### config.mk
export PLATFORM = sky130hd
export DESIGN_NAME = midpoint_circle_rasterizer_core_flat
export DESIGN_NICKNAME = d
export VERILOG_FILES = /design/src/design/mcr_pkg.sv /design/src/design/mcr_if.sv /design/src/design/mcr_front.sv /design/src/design/mcr_back.sv /design/src/design/midpoint_circle_rasterizer_core.sv /design/src/flat_wrapper.sv
export SDC_FILE = /design/constraint.sdc
export NUM_CORES = 1
export LEC_CHECK = 0
export ABC_AREA = 1
export BUFFER_PORTS_ARGS = -buffer_cell sky130_fd_sc_hd__buf_2
export CAP_MARGIN = 20
export CORE_UTILIZATION = 35
export CTS_CLUSTER_DIAMETER = 80
export DETAILED_ROUTE_END_ITERATION = 7
export PLACE_DENSITY_LB_ADDON = 0.3
export SLEW_MARGIN = 40
export SYNTH_ARGS = -nofsm -noshare
export SYNTH_HDL_FRONTEND = slang
export SYNTH_HIERARCHICAL = 1
export SYNTH_SLANG_ARGS = --single-unit
export TNS_END_PERCENT = 20
### constraint.sdc
create_clock -name clock -period 4.3 [get_ports clock]
set_input_delay 0.215 -clock clock [delete_from_list [all_inputs] [get_ports clock]]
set_output_delay 0.215 -clock clock [all_outputs]
set_load 0.01 [all_outputs]
### src/design/mcr_pkg.sv
// mcr_pkg: shared widths, constants and types of the midpoint circle rasterizer
// used by the channel interfaces, the front queue, the back engine and the top level
package mcr_pkg;

   // field widths
   localparam int COORD_BITS  = 11;
   localparam int RADIUS_BITS = 10;
   localparam int PIX_BITS    = 13;
   localparam int OFF_BITS    = RADIUS_BITS + 2;
   localparam int DEC_BITS    = 16;

   // eight-way symmetry, one pixel per cycle while the result channel is ready
   localparam int PIX_PER_POINT = 8;
   localparam int IDX_BITS      = $clog2(PIX_PER_POINT);
   localparam logic [IDX_BITS-1:0] LAST_IDX = IDX_BITS'(PIX_PER_POINT - 1);

   // command queue between front and back
   localparam int QDEPTH    = 2;
   localparam int QPTR_BITS = $clog2(QDEPTH);
   localparam int QCNT_BITS = $clog2(QDEPTH + 1);

   // decision variable constants of the midpoint scheme
   localparam logic signed [DEC_BITS-1:0] DEC_INIT   = DEC_BITS'(3);
   localparam logic signed [DEC_BITS-1:0] DEC_DIAG   = DEC_BITS'(10);
   localparam logic signed [DEC_BITS-1:0] DEC_AXIAL  = DEC_BITS'(6);

   // item kinds
   localparam logic KIND_START = 1'b0;
   localparam logic KIND_STEP  = 1'b1;

   typedef enum logic [1:0] {
      MODE_IDLE,
      MODE_EMIT,
      MODE_DONE
   } mode_type;

   typedef struct packed {
      logic                   is_step;
      logic [COORD_BITS-1:0]  center_x;
      logic [COORD_BITS-1:0]  center_y;
      logic [RADIUS_BITS-1:0] radius;
   } cmd_type;

   typedef struct packed {
      logic    valid;
      cmd_type cmd;
   } queue_head_type;

   typedef struct packed {
      logic     pop;
      mode_type mode;
   } back_ctl_type;

endpackage

### src/design/mcr_if.sv
// mcr_if: valid/ready channel interfaces for circle commands and pixel results
// depends on mcr_pkg for the field widths
interface mcr_req_if;
   logic                           valid;
   logic                           ready;
   logic                           kind;
   logic [mcr_pkg::COORD_BITS-1:0] center_x;
   logic [mcr_pkg::COORD_BITS-1:0] center_y;
   logic [mcr_pkg::RADIUS_BITS-1:0] radius;

   modport source (output valid, kind, center_x, center_y, radius, input ready);
   modport sink (input valid, kind, center_x, center_y, radius, output ready);
endinterface

interface mcr_rsp_if;
   logic                                valid;
   logic                                ready;
   logic signed [mcr_pkg::PIX_BITS-1:0] pixel_x;
   logic signed [mcr_pkg::PIX_BITS-1:0] pixel_y;
   logic                                pixel_valid;
   logic                                last;
   logic                                done_res;

   modport source (output valid, pixel_x, pixel_y, pixel_valid, last, done_res,
                   input ready);
   modport sink (input valid, pixel_x, pixel_y, pixel_valid, last, done_res,
                 output ready);
endinterface

### src/design/mcr_front.sv
// mcr_front: accepts command items, tags them start or step and queues them
// depends on mcr_pkg and mcr_req_if
module mcr_front (
   input  logic                    clock,
   input  logic                    reset,
   mcr_req_if.sink                 req_chan,
   input  logic                    pop,
   output mcr_pkg::queue_head_type queue_head
);

   mcr_pkg::cmd_type                 queue_mem [mcr_pkg::QDEPTH];
   logic [mcr_pkg::QPTR_BITS-1:0]    wr_ptr_ff, wr_ptr_in;
   logic [mcr_pkg::QPTR_BITS-1:0]    rd_ptr_ff, rd_ptr_in;
   logic [mcr_pkg::QCNT_BITS-1:0]    count_ff, count_in;
   logic                             push;
   logic                             pop_ok;
   mcr_pkg::cmd_type                 new_cmd;

   // accept while there is room
   assign req_chan.ready = (count_ff != mcr_pkg::QCNT_BITS'(mcr_pkg::QDEPTH));
   assign push           = req_chan.valid && req_chan.ready;
   assign pop_ok         = pop && (count_ff != '0);

   // classify the item
   always_comb begin
      new_cmd.is_step  = (req_chan.kind == mcr_pkg::KIND_STEP);
      new_cmd.center_x = req_chan.center_x;
      new_cmd.center_y = req_chan.center_y;
      new_cmd.radius   = req_chan.radius;
   end

   // pointer and fill count update
   always_comb begin
      wr_ptr_in = wr_ptr_ff;
      rd_ptr_in = rd_ptr_ff;
      count_in  = count_ff;
      if (push) begin
         wr_ptr_in = (wr_ptr_ff == mcr_pkg::QPTR_BITS'(mcr_pkg::QDEPTH - 1)) ?
                     '0 : wr_ptr_ff + 1'b1;
      end
      if (pop_ok) begin
         rd_ptr_in = (rd_ptr_ff == mcr_pkg::QPTR_BITS'(mcr_pkg::QDEPTH - 1)) ?
                     '0 : rd_ptr_ff + 1'b1;
      end
      if (push && !pop_ok) begin
         count_in = count_ff + 1'b1;
      end else if (!push && pop_ok) begin
         count_in = count_ff - 1'b1;
      end
   end

   always_ff @(posedge clock) begin
      if (reset) begin
         wr_ptr_ff <= '0;
         rd_ptr_ff <= '0;
         count_ff  <= '0;
      end else begin
         wr_ptr_ff <= wr_ptr_in;
         rd_ptr_ff <= rd_ptr_in;
         count_ff  <= count_in;
      end
   end

   // queue storage
   always_ff @(posedge clock) begin
      if (push) begin
         queue_mem[wr_ptr_ff] <= new_cmd;
      end
   end

   // head of queue to the back end
   assign queue_head.valid = (count_ff != '0);
   assign queue_head.cmd   = queue_mem[rd_ptr_ff];

endmodule

### src/design/mcr_back.sv
// mcr_back: midpoint circle engine; per command updates offsets and decision, streams
// eight mirrored pixels or a done result via an output register; depends on mcr_pkg, mcr_rsp_if
module mcr_back (
   input  logic                    clock,
   input  logic                    reset,
   input  mcr_pkg::queue_head_type queue_head,
   output mcr_pkg::back_ctl_type   back_ctl,
   mcr_rsp_if.source               rsp_chan
);

   mcr_pkg::mode_type                        mode_ff, mode_in;
   logic [mcr_pkg::IDX_BITS-1:0]             idx_ff, idx_in;
   logic                                     active_ff, active_in;
   logic signed [mcr_pkg::OFF_BITS-1:0]      off_a_ff, off_a_in;
   logic signed [mcr_pkg::OFF_BITS-1:0]      off_b_ff, off_b_in;
   logic signed [mcr_pkg::DEC_BITS-1:0]      decision_ff, decision_in;
   logic [mcr_pkg::COORD_BITS-1:0]           centre_x_ff, centre_x_in;
   logic [mcr_pkg::COORD_BITS-1:0]           centre_y_ff, centre_y_in;

   logic                                     out_valid_ff, out_valid_in;
   logic signed [mcr_pkg::PIX_BITS-1:0]      out_x_ff, out_x_in;
   logic signed [mcr_pkg::PIX_BITS-1:0]      out_y_ff, out_y_in;
   logic                                     out_pix_ff, out_pix_in;
   logic                                     out_last_ff, out_last_in;
   logic                                     out_done_ff, out_done_in;

   logic                                     advance;
   logic                                     finishing;
   logic                                     can_take;
   logic                                     pop;
   logic                                     step_live;
   logic signed [mcr_pkg::OFF_BITS-1:0]      a_next;
   logic signed [mcr_pkg::OFF_BITS-1:0]      b_dec;
   logic signed [mcr_pkg::OFF_BITS-1:0]      diag_diff;
   logic signed [mcr_pkg::DEC_BITS-1:0]      diag_term;
   logic signed [mcr_pkg::DEC_BITS-1:0]      axial_term;
   logic signed [mcr_pkg::DEC_BITS-1:0]      radius_x2;
   logic signed [mcr_pkg::PIX_BITS-1:0]      cx_pix, cy_pix;
   logic signed [mcr_pkg::PIX_BITS-1:0]      off_u, off_v;
   logic signed [mcr_pkg::PIX_BITS-1:0]      pix_x, pix_y;

   // output register moves when empty or taken
   assign advance   = !out_valid_ff || rsp_chan.ready;
   assign finishing = advance && ((mode_ff == mcr_pkg::MODE_DONE) ||
                      ((mode_ff == mcr_pkg::MODE_EMIT) && (idx_ff == mcr_pkg::LAST_IDX)));
   assign can_take  = (mode_ff == mcr_pkg::MODE_IDLE) || finishing;
   assign pop       = queue_head.valid && can_take;

   // a step draws only while the octant is open
   assign step_live = active_ff && !(off_b_ff < off_a_ff);

   // midpoint decision update terms
   assign a_next     = off_a_ff + mcr_pkg::OFF_BITS'(1);
   assign b_dec      = off_b_ff - mcr_pkg::OFF_BITS'(1);
   assign diag_diff  = a_next - b_dec;
   assign diag_term  = (mcr_pkg::DEC_BITS'(diag_diff) <<< 2) + mcr_pkg::DEC_DIAG;
   assign axial_term = (mcr_pkg::DEC_BITS'(a_next) <<< 2) + mcr_pkg::DEC_AXIAL;
   assign radius_x2  = mcr_pkg::DEC_BITS'({1'b0, queue_head.cmd.radius, 1'b0});

   // mirrored pixel for the current slot
   always_comb begin
      cx_pix = mcr_pkg::PIX_BITS'({1'b0, centre_x_ff});
      cy_pix = mcr_pkg::PIX_BITS'({1'b0, centre_y_ff});
      off_u  = idx_ff[2] ? mcr_pkg::PIX_BITS'(off_b_ff) : mcr_pkg::PIX_BITS'(off_a_ff);
      off_v  = idx_ff[2] ? mcr_pkg::PIX_BITS'(off_a_ff) : mcr_pkg::PIX_BITS'(off_b_ff);
      pix_x  = idx_ff[0] ? cx_pix - off_u : cx_pix + off_u;
      pix_y  = idx_ff[1] ? cy_pix - off_v : cy_pix + off_v;
   end

   // sequencer: next state, circle state and output register
   always_comb begin
      mode_in      = mode_ff;
      idx_in       = idx_ff;
      active_in    = active_ff;
      off_a_in     = off_a_ff;
      off_b_in     = off_b_ff;
      decision_in  = decision_ff;
      centre_x_in  = centre_x_ff;
      centre_y_in  = centre_y_ff;
      out_valid_in = out_valid_ff;
      out_x_in     = out_x_ff;
      out_y_in     = out_y_ff;
      out_pix_in   = out_pix_ff;
      out_last_in  = out_last_ff;
      out_done_in  = out_done_ff;

      // drain the output register
      if (out_valid_ff && rsp_chan.ready) begin
         out_valid_in = 1'b0;
      end

      // load one result
      case (mode_ff)
         mcr_pkg::MODE_EMIT: begin
            if (advance) begin
               out_valid_in = 1'b1;
               out_x_in     = pix_x;
               out_y_in     = pix_y;
               out_pix_in   = 1'b1;
               out_last_in  = (idx_ff == mcr_pkg::LAST_IDX);
               out_done_in  = 1'b0;
               idx_in       = idx_ff + 1'b1;
            end
         end
         mcr_pkg::MODE_DONE: begin
            if (advance) begin
               out_valid_in = 1'b1;
               out_x_in     = '0;
               out_y_in     = '0;
               out_pix_in   = 1'b0;
               out_last_in  = 1'b1;
               out_done_in  = 1'b1;
            end
         end
         default: begin
         end
      endcase

      if (finishing) begin
         mode_in = mcr_pkg::MODE_IDLE;
      end

      // take the next command
      if (pop) begin
         idx_in = '0;
         if (!queue_head.cmd.is_step) begin
            centre_x_in = queue_head.cmd.center_x;
            centre_y_in = queue_head.cmd.center_y;
            off_a_in    = '0;
            off_b_in    = mcr_pkg::OFF_BITS'({1'b0, queue_head.cmd.radius});
            decision_in = mcr_pkg::DEC_INIT - radius_x2;
            active_in   = 1'b1;
            mode_in     = mcr_pkg::MODE_EMIT;
         end else if (step_live) begin
            off_a_in = a_next;
            if (!decision_ff[mcr_pkg::DEC_BITS-1] && (decision_ff != '0)) begin
               off_b_in    = b_dec;
               decision_in = decision_ff + diag_term;
            end else begin
               decision_in = decision_ff + axial_term;
            end
            mode_in = mcr_pkg::MODE_EMIT;
         end else begin
            active_in = 1'b0;
            mode_in   = mcr_pkg::MODE_DONE;
         end
      end
   end

   // control registers
   always_ff @(posedge clock) begin
      if (reset) begin
         mode_ff      <= mcr_pkg::MODE_IDLE;
         idx_ff       <= '0;
         active_ff    <= 1'b0;
         out_valid_ff <= 1'b0;
      end else begin
         mode_ff      <= mode_in;
         idx_ff       <= idx_in;
         active_ff    <= active_in;
         out_valid_ff <= out_valid_in;
      end
   end

   // circle state and result payload
   always_ff @(posedge clock) begin
      off_a_ff    <= off_a_in;
      off_b_ff    <= off_b_in;
      decision_ff <= decision_in;
      centre_x_ff <= centre_x_in;
      centre_y_ff <= centre_y_in;
      out_x_ff    <= out_x_in;
      out_y_ff    <= out_y_in;
      out_pix_ff  <= out_pix_in;
      out_last_ff <= out_last_in;
      out_done_ff <= out_done_in;
   end

   assign rsp_chan.valid       = out_valid_ff;
   assign rsp_chan.pixel_x     = out_x_ff;
   assign rsp_chan.pixel_y     = out_y_ff;
   assign rsp_chan.pixel_valid = out_pix_ff;
   assign rsp_chan.last        = out_last_ff;
   assign rsp_chan.done_res    = out_done_ff;

   assign back_ctl.pop  = pop;
   assign back_ctl.mode = mode_ff;

endmodule

### src/design/midpoint_circle_rasterizer_core.sv
// midpoint_circle_rasterizer_core: top level of the midpoint circle rasterizer
// depends on mcr_pkg, mcr_req_if, mcr_rsp_if, mcr_front and mcr_back
//
// Usage
//   req_chan carries commands: kind start (with center_x, center_y, radius)
//   or kind step. rsp_chan carries results: a start, or a step while the
//   octant is open, gives eight mirrored pixels with last on the eighth; a
//   step after the octant is closed (or with no circle) gives one result with
//   done_res and last set and pixel_valid clear.
//   Commands enter a two-entry queue; the engine pops one while it sends the
//   final result of the previous one, so commands run back to back.
//   A command taken with the engine idle passes the queue, the engine
//   state registers and the output register before its first result.
//   Throughput: one pixel per cycle while rsp_chan.ready is high, set by
//   the single output register port.
//   Reset (synchronous) empties the queue and the output register and
//   clears the circle in progress.
//   When rsp_chan.ready is low the output register holds its result, the
//   engine waits, and req_chan keeps taking commands until the queue fills.
module midpoint_circle_rasterizer_core (
   input  logic      clock,
   input  logic      reset,
   mcr_req_if.sink   req_chan,
   mcr_rsp_if.source rsp_chan
);

   mcr_pkg::queue_head_type queue_head;
   mcr_pkg::back_ctl_type   back_ctl;

   mcr_front u_front (
      .clock      (clock),
      .reset      (reset),
      .req_chan   (req_chan),
      .pop        (back_ctl.pop),
      .queue_head (queue_head)
   );

   mcr_back u_back (
      .clock      (clock),
      .reset      (reset),
      .queue_head (queue_head),
      .back_ctl   (back_ctl),
      .rsp_chan   (rsp_chan)
   );

   // engine pops only a queued command
   a_pop_has_cmd: assert property (@(posedge clock) disable iff (reset)
      back_ctl.pop |-> queue_head.valid)
      else $error("engine popped an empty command queue");

   // a start always begins pixel emission
   a_start_emits: assert property (@(posedge clock) disable iff (reset)
      back_ctl.pop && !queue_head.cmd.is_step |=> back_ctl.mode == mcr_pkg::MODE_EMIT)
      else $error("start command did not begin emission");

   // a done result carries no pixel and closes its item
   a_done_form: assert property (@(posedge clock) disable iff (reset)
      rsp_chan.valid && rsp_chan.done_res |-> !rsp_chan.pixel_valid && rsp_chan.last)
      else $error("malformed done result");

   // nothing is offered right after reset
   a_reset_quiet: assert property (@(posedge clock)
      reset |=> !rsp_chan.valid)
      else $error("result valid after reset");

endmodule
### src/flat_wrapper.sv
// flat-port wrapper written by rule: the top's interface ports become plain ports
module midpoint_circle_rasterizer_core_flat 
  (clock, reset, req_chan_valid, req_chan_kind, req_chan_center_x, req_chan_center_y, req_chan_radius, req_chan_ready, rsp_chan_valid, rsp_chan_pixel_x, rsp_chan_pixel_y, rsp_chan_pixel_valid, rsp_chan_last, rsp_chan_done_res, rsp_chan_ready);
  mcr_req_if req_chan_i ();
  mcr_rsp_if rsp_chan_i ();
  input  logic clock;
  input  logic reset;
  input wire logic [$bits(req_chan_i.valid)-1:0] req_chan_valid;
  input wire logic [$bits(req_chan_i.kind)-1:0] req_chan_kind;
  input wire logic [$bits(req_chan_i.center_x)-1:0] req_chan_center_x;
  input wire logic [$bits(req_chan_i.center_y)-1:0] req_chan_center_y;
  input wire logic [$bits(req_chan_i.radius)-1:0] req_chan_radius;
  output wire logic [$bits(req_chan_i.ready)-1:0] req_chan_ready;
  output wire logic [$bits(rsp_chan_i.valid)-1:0] rsp_chan_valid;
  output wire logic [$bits(rsp_chan_i.pixel_x)-1:0] rsp_chan_pixel_x;
  output wire logic [$bits(rsp_chan_i.pixel_y)-1:0] rsp_chan_pixel_y;
  output wire logic [$bits(rsp_chan_i.pixel_valid)-1:0] rsp_chan_pixel_valid;
  output wire logic [$bits(rsp_chan_i.last)-1:0] rsp_chan_last;
  output wire logic [$bits(rsp_chan_i.done_res)-1:0] rsp_chan_done_res;
  input wire logic [$bits(rsp_chan_i.ready)-1:0] rsp_chan_ready;
  assign req_chan_i.valid = req_chan_valid;
  assign req_chan_i.kind = req_chan_kind;
  assign req_chan_i.center_x = req_chan_center_x;
  assign req_chan_i.center_y = req_chan_center_y;
  assign req_chan_i.radius = req_chan_radius;
  assign req_chan_ready = req_chan_i.ready;
  assign rsp_chan_valid = rsp_chan_i.valid;
  assign rsp_chan_pixel_x = rsp_chan_i.pixel_x;
  assign rsp_chan_pixel_y = rsp_chan_i.pixel_y;
  assign rsp_chan_pixel_valid = rsp_chan_i.pixel_valid;
  assign rsp_chan_last = rsp_chan_i.last;
  assign rsp_chan_done_res = rsp_chan_i.done_res;
  assign rsp_chan_i.ready = rsp_chan_ready;
  midpoint_circle_rasterizer_core u_core (.clock(clock), .reset(reset), .req_chan(req_chan_i), .rsp_chan(rsp_chan_i));
endmodule
==> run summary <==
The multi-input combinational cells in the finished layout cover a total of 5780 µm². The max capacitance violation total came out at 0. The total global-route track usage is 16.3%. After technology mapping, the gate count stands at 1231. The CTS tree is built. The initial antenna violation count was 0. The worst hold-check path type is in -> reg. The final number of max-transition violations was 0. Global routing used 22.4% of the available met1 tracks. The beginning of the worst hold path is reset. The total placed cells including tap cells is 1721.

The floorplan has 65 rows. Sorting the synthesized cells by how often they occur yields 232 x sky130_fd_sc_hd__nand2_1, 156 x sky130_fd_sc_hd__edfxtp_1, 151 x sky130_fd_sc_hd__inv_1. The detailed-placement wirelength estimate is 20100 µm.

The global-route met2 utilization is 26.8%. The cell class contributing the biggest share of worst-path delay is simple AND/OR/NAND/NOR gates. The path with the worst hold slack has its endpoint at u_core/u_back/mode_ff[0].

The average cell area after synthesis is 9.18 µm². The final routed wire length divided by cell count is 14.7 µm. The buffer and inverter count on the worst path came out at 3.

In this run the critical register-to-register path is launched from u_core/u_back/off_b_ff[1]. The starting utilization of the core area is 35.7%. The final estimated routing congestion in global placement is 0.887. The number of global-route vias before repair is 8391.

The clock period minus worst slack came out at 4.18 ns. The setup path with the least slack is of type reg -> reg. The fraction of met3 tracks used by global routing came out at 1.64%. The post-synthesis net count is 1376.

The number of enable flip-flop cells after synthesis is 156. Pin placement for this block handled 68 I/O pins. Setup repair after global routing could not meet its margin everywhere. The most frequent cell after synthesis is sky130_fd_sc_hd__nand2_1.

The area of the placeable core is 31600 µm². The clock tree skew after final layout came out at 0.0119 ns. The floorplan step set the die width to 182 µm. The final hold violation count is 0.

The largest stage delay on the critical path came out at 0.42 ns. The area of the mapped netlist is 11300 µm². From bottom edge to top edge, the die measures 182 µm. The final antenna-violating net count came out at 0. Across the whole layout, storage elements account for 4930 µm². After the flow finishes, the layout carries non-filler instances totaling 1792. The fraction of final layout cells with drive strength greater than 1 came out at 19.7%. The finished cells cover 13400 µm². The final global-route overflow total came out at 0. Relative to the synthesized area, the layout overhead comes to 18.9%. The net count of the finished layout is 1522. The relative slew slack is 56.8%. Synthesis instantiated 52 different standard cells from the library. The depth of the worst hold-timing path is 2. The portion of the post-synthesis area used by sequential elements is 43.6%.

The share of Yosys cell area claimed by the top area cell type came out at 41.4%. The final number of setup-violating endpoints came out at 0. The endpoint of the worst register-to-register path is u_core/u_back/decision_ff[15]. On the critical path, the stage with the largest delay is an instance of sky130_fd_sc_hd__edfxtp_1. The post-detailed-route via-to-cell ratio is 4.89. The area of the die is 33000 µm². Clock tree synthesis inserted a total of 17 buffers. The tree is rooted in a sky130_fd_sc_hd__clkbuf_16. In this run the register-to-register setup slack is 0.12 ns.

The largest total area in the synthesized netlist belongs to sky130_fd_sc_hd__edfxtp_1. The count of synthesis-stage warnings from yosys came out at 6. In this run the number of H-tree levels came out at 4. For the worst setup path, the data required time is 4.47 ns. The wire length of the first global-routing pass is 42400 µm. The count of buffers from port buffering came out at 67. The number of fill cells in the layout came out at 3033.

The largest net degree at the start of global routing came out at 41. Of the available clock period, the critical path in the final layout requires 97.3%. The total inserted antenna cells came out at 0.

The highest net fanout along the worst path is 5. The highest clock frequency the design can meet came out at 239 MHz. The clock latency at the later pin of the worst-skew pair came out at 0.44 ns. Yosys attributes the largest share of cell area to sky130_fd_sc_hd__edfxtp_1 41%, sky130_fd_sc_hd__ha_1 11%, sky130_fd_sc_hd__nand2_1 7.7%. The post-route setup TNS came out at 0 ns. The run finished with clean final reports. The endpoint arrival time on the critical path is 4.35 ns.

The first routing iteration left 501 violations. The share of flip-flops with an asynchronous set or reset came out at 0%. The total of flip-flops plus latches after synthesis is 168. By instance count, the cell type seen most on the critical path is sky130_fd_sc_hd__nand2_1. met2 is the most crowded layer. The residual DRC count is 0. The wire length after detailed routing is 26400 µm. The clock input transition at the sequential cells of the worst setup and hold paths is 0.07 ns. The area of placed instances came out at 12300 µm².

The number of vias in the routed layout came out at 8759. STA classifies the critical path startpoint as a register. The first-pass detailed-route iteration total came out at 5. The nature of the critical path endpoint is a register. For this run, the leading register cell type out of synthesis is sky130_fd_sc_hd__edfxtp_1. At the pin with the least slew margin, the transition time is 0.648 ns. The clock drives 168 sinks. The worst reg-to-reg path cell count came out at 25. In this run the deepest clock path goes through 2 buffers.
## what timing repair did
item                                   in CTS  in global routing
endpoints found under the hold margin      66                  0
cloned                                      0                  0
setup endpoints to repair                   1                  8
hold buffers                               33                  0
pin swaps                                  11                 16
buffers inserted                            3                  3
gates resized for setup                    15                 26
## layout by cell type (no fill, tap or decap), drive strengths merged
| master | count |
|---|---|
| inv | 169 |
| mux2 | 33 |
| a211oi | 2 |
| clkinvlp | 3 |
| fa | 5 |
| a311o | 1 |
| o41ai | 1 |
| nor4 | 1 |
| o31ai | 2 |
| dlygate4sd3 | 33 |
| o21a | 3 |
| nand3 | 50 |
| a21oi | 99 |
| buf | 117 |
| o2111ai | 6 |
| o211ai | 5 |
| a21o | 5 |
| nor3b | 1 |
| and2 | 2 |
| nor2 | 108 |
| xnor2 | 16 |
| o21bai | 8 |
| dfxtp | 12 |
| a31oi | 6 |
| a211o | 1 |
| nand2 | 248 |
| ha | 103 |
| or2 | 5 |
| a22o | 1 |
| nand4 | 13 |
| nor3 | 11 |
| clkinv | 4 |
| a21boi | 1 |
| clkbuf | 18 |
| xor2 | 29 |
| edfxtp | 156 |
| o21ai | 112 |
## registers in the layout, summed over array words and instances, names as in the netlist, named ones only
signal and count:
u_core/u_back/rsp_chan.pixel_y 13, u_core/u_back/off_a_ff 12, u_core/u_back/rsp_chan.done_res 1, u_core/u_back/rsp_chan.last 1, u_core/u_back/idx_ff 3, u_core/u_back/centre_x_ff 11, u_core/u_back/rsp_chan.pixel_x 13, u_core/u_front/queue_mem 66
u_core/u_front/wr_ptr_ff 1, u_core/u_back/off_b_ff 12, u_core/u_back/rsp_chan.valid 1, u_core/u_front/rd_ptr_ff 1, u_core/u_back/decision_ff 15, u_core/u_back/rsp_chan.pixel_valid 1, u_core/u_back/centre_y_ff 11, u_core/u_back/active_ff 1
u_core/u_front/count_ff 2, u_core/u_back/mode_ff 2
## worst max path at each step
stage          depth (start not counted)                      start                            end  slack [ns]
2_1_floorplan                         36  u_core/u_back/off_a_ff[0]  u_core/u_back/decision_ff[15]        0.05
3_3_place_gp                          32  u_core/u_back/off_a_ff[0]  u_core/u_back/decision_ff[15]       0.009
3_5_place_dp                          32  u_core/u_back/off_a_ff[0]  u_core/u_back/decision_ff[15]       -0.04
4_1_cts                               36  u_core/u_back/off_a_ff[0]  u_core/u_back/decision_ff[15]        0.01
5_1_grt                               33  u_core/u_back/off_b_ff[1]  u_core/u_back/decision_ff[15]       -0.20
6_report                              25  u_core/u_back/off_b_ff[1]  u_core/u_back/decision_ff[15]        0.12
## area by class of cell
cell class                      instances  area share (%)
Sequential cell                       168            36.7
Tap cell                              402            3.74
Inverter                              162            4.54
Timing Repair Buffer                  150            7.87
Multi-Input combinational cell        878            43.0
Clock inverter                         14           0.978
Clock buffer                           18            3.19
## metal layers
metal  vias to the layer above  part of all wire, %
met3                        27                  2.5
met1                      4062                   49
li1                       4513                    -
met4                         0                  1.8
met5                         -                    0
met2                       157                   47
## cell families (layout without fill, tap and decap cells)
logic type      after synthesis  count (layout)  synth area share, %
simple gates                439             439                 17.2
fa+ha+maj                   108             108                 12.3
xor+xnor                     45              45                 3.49
mux                          33              33                 4.28
flops                       168             168                 43.6
compound gates              253             253                 12.3
buf+inv                     185             344                 6.83
## metrics by stage
| stage | setup slack, ns | util [%] | hold WS, ns |
|---|---|---|---|
| finish | 0.117 | 42.5 | 0.0126 |
| global route | -0.201 | 42.5 | 0.0175 |
| CTS | 0.0106 | 42.1 | 0.00115 |
| detailed placement | -0.0444 | 39.0 | 0.406 |
| global placement | 0.00882 | 39.0 | 0.403 |
| floorplan | 0.0537 | - | 0.284 |
Power is not shown: default switching activity piles up to over one toggle a cycle in this logic, so the estimate is an artifact.
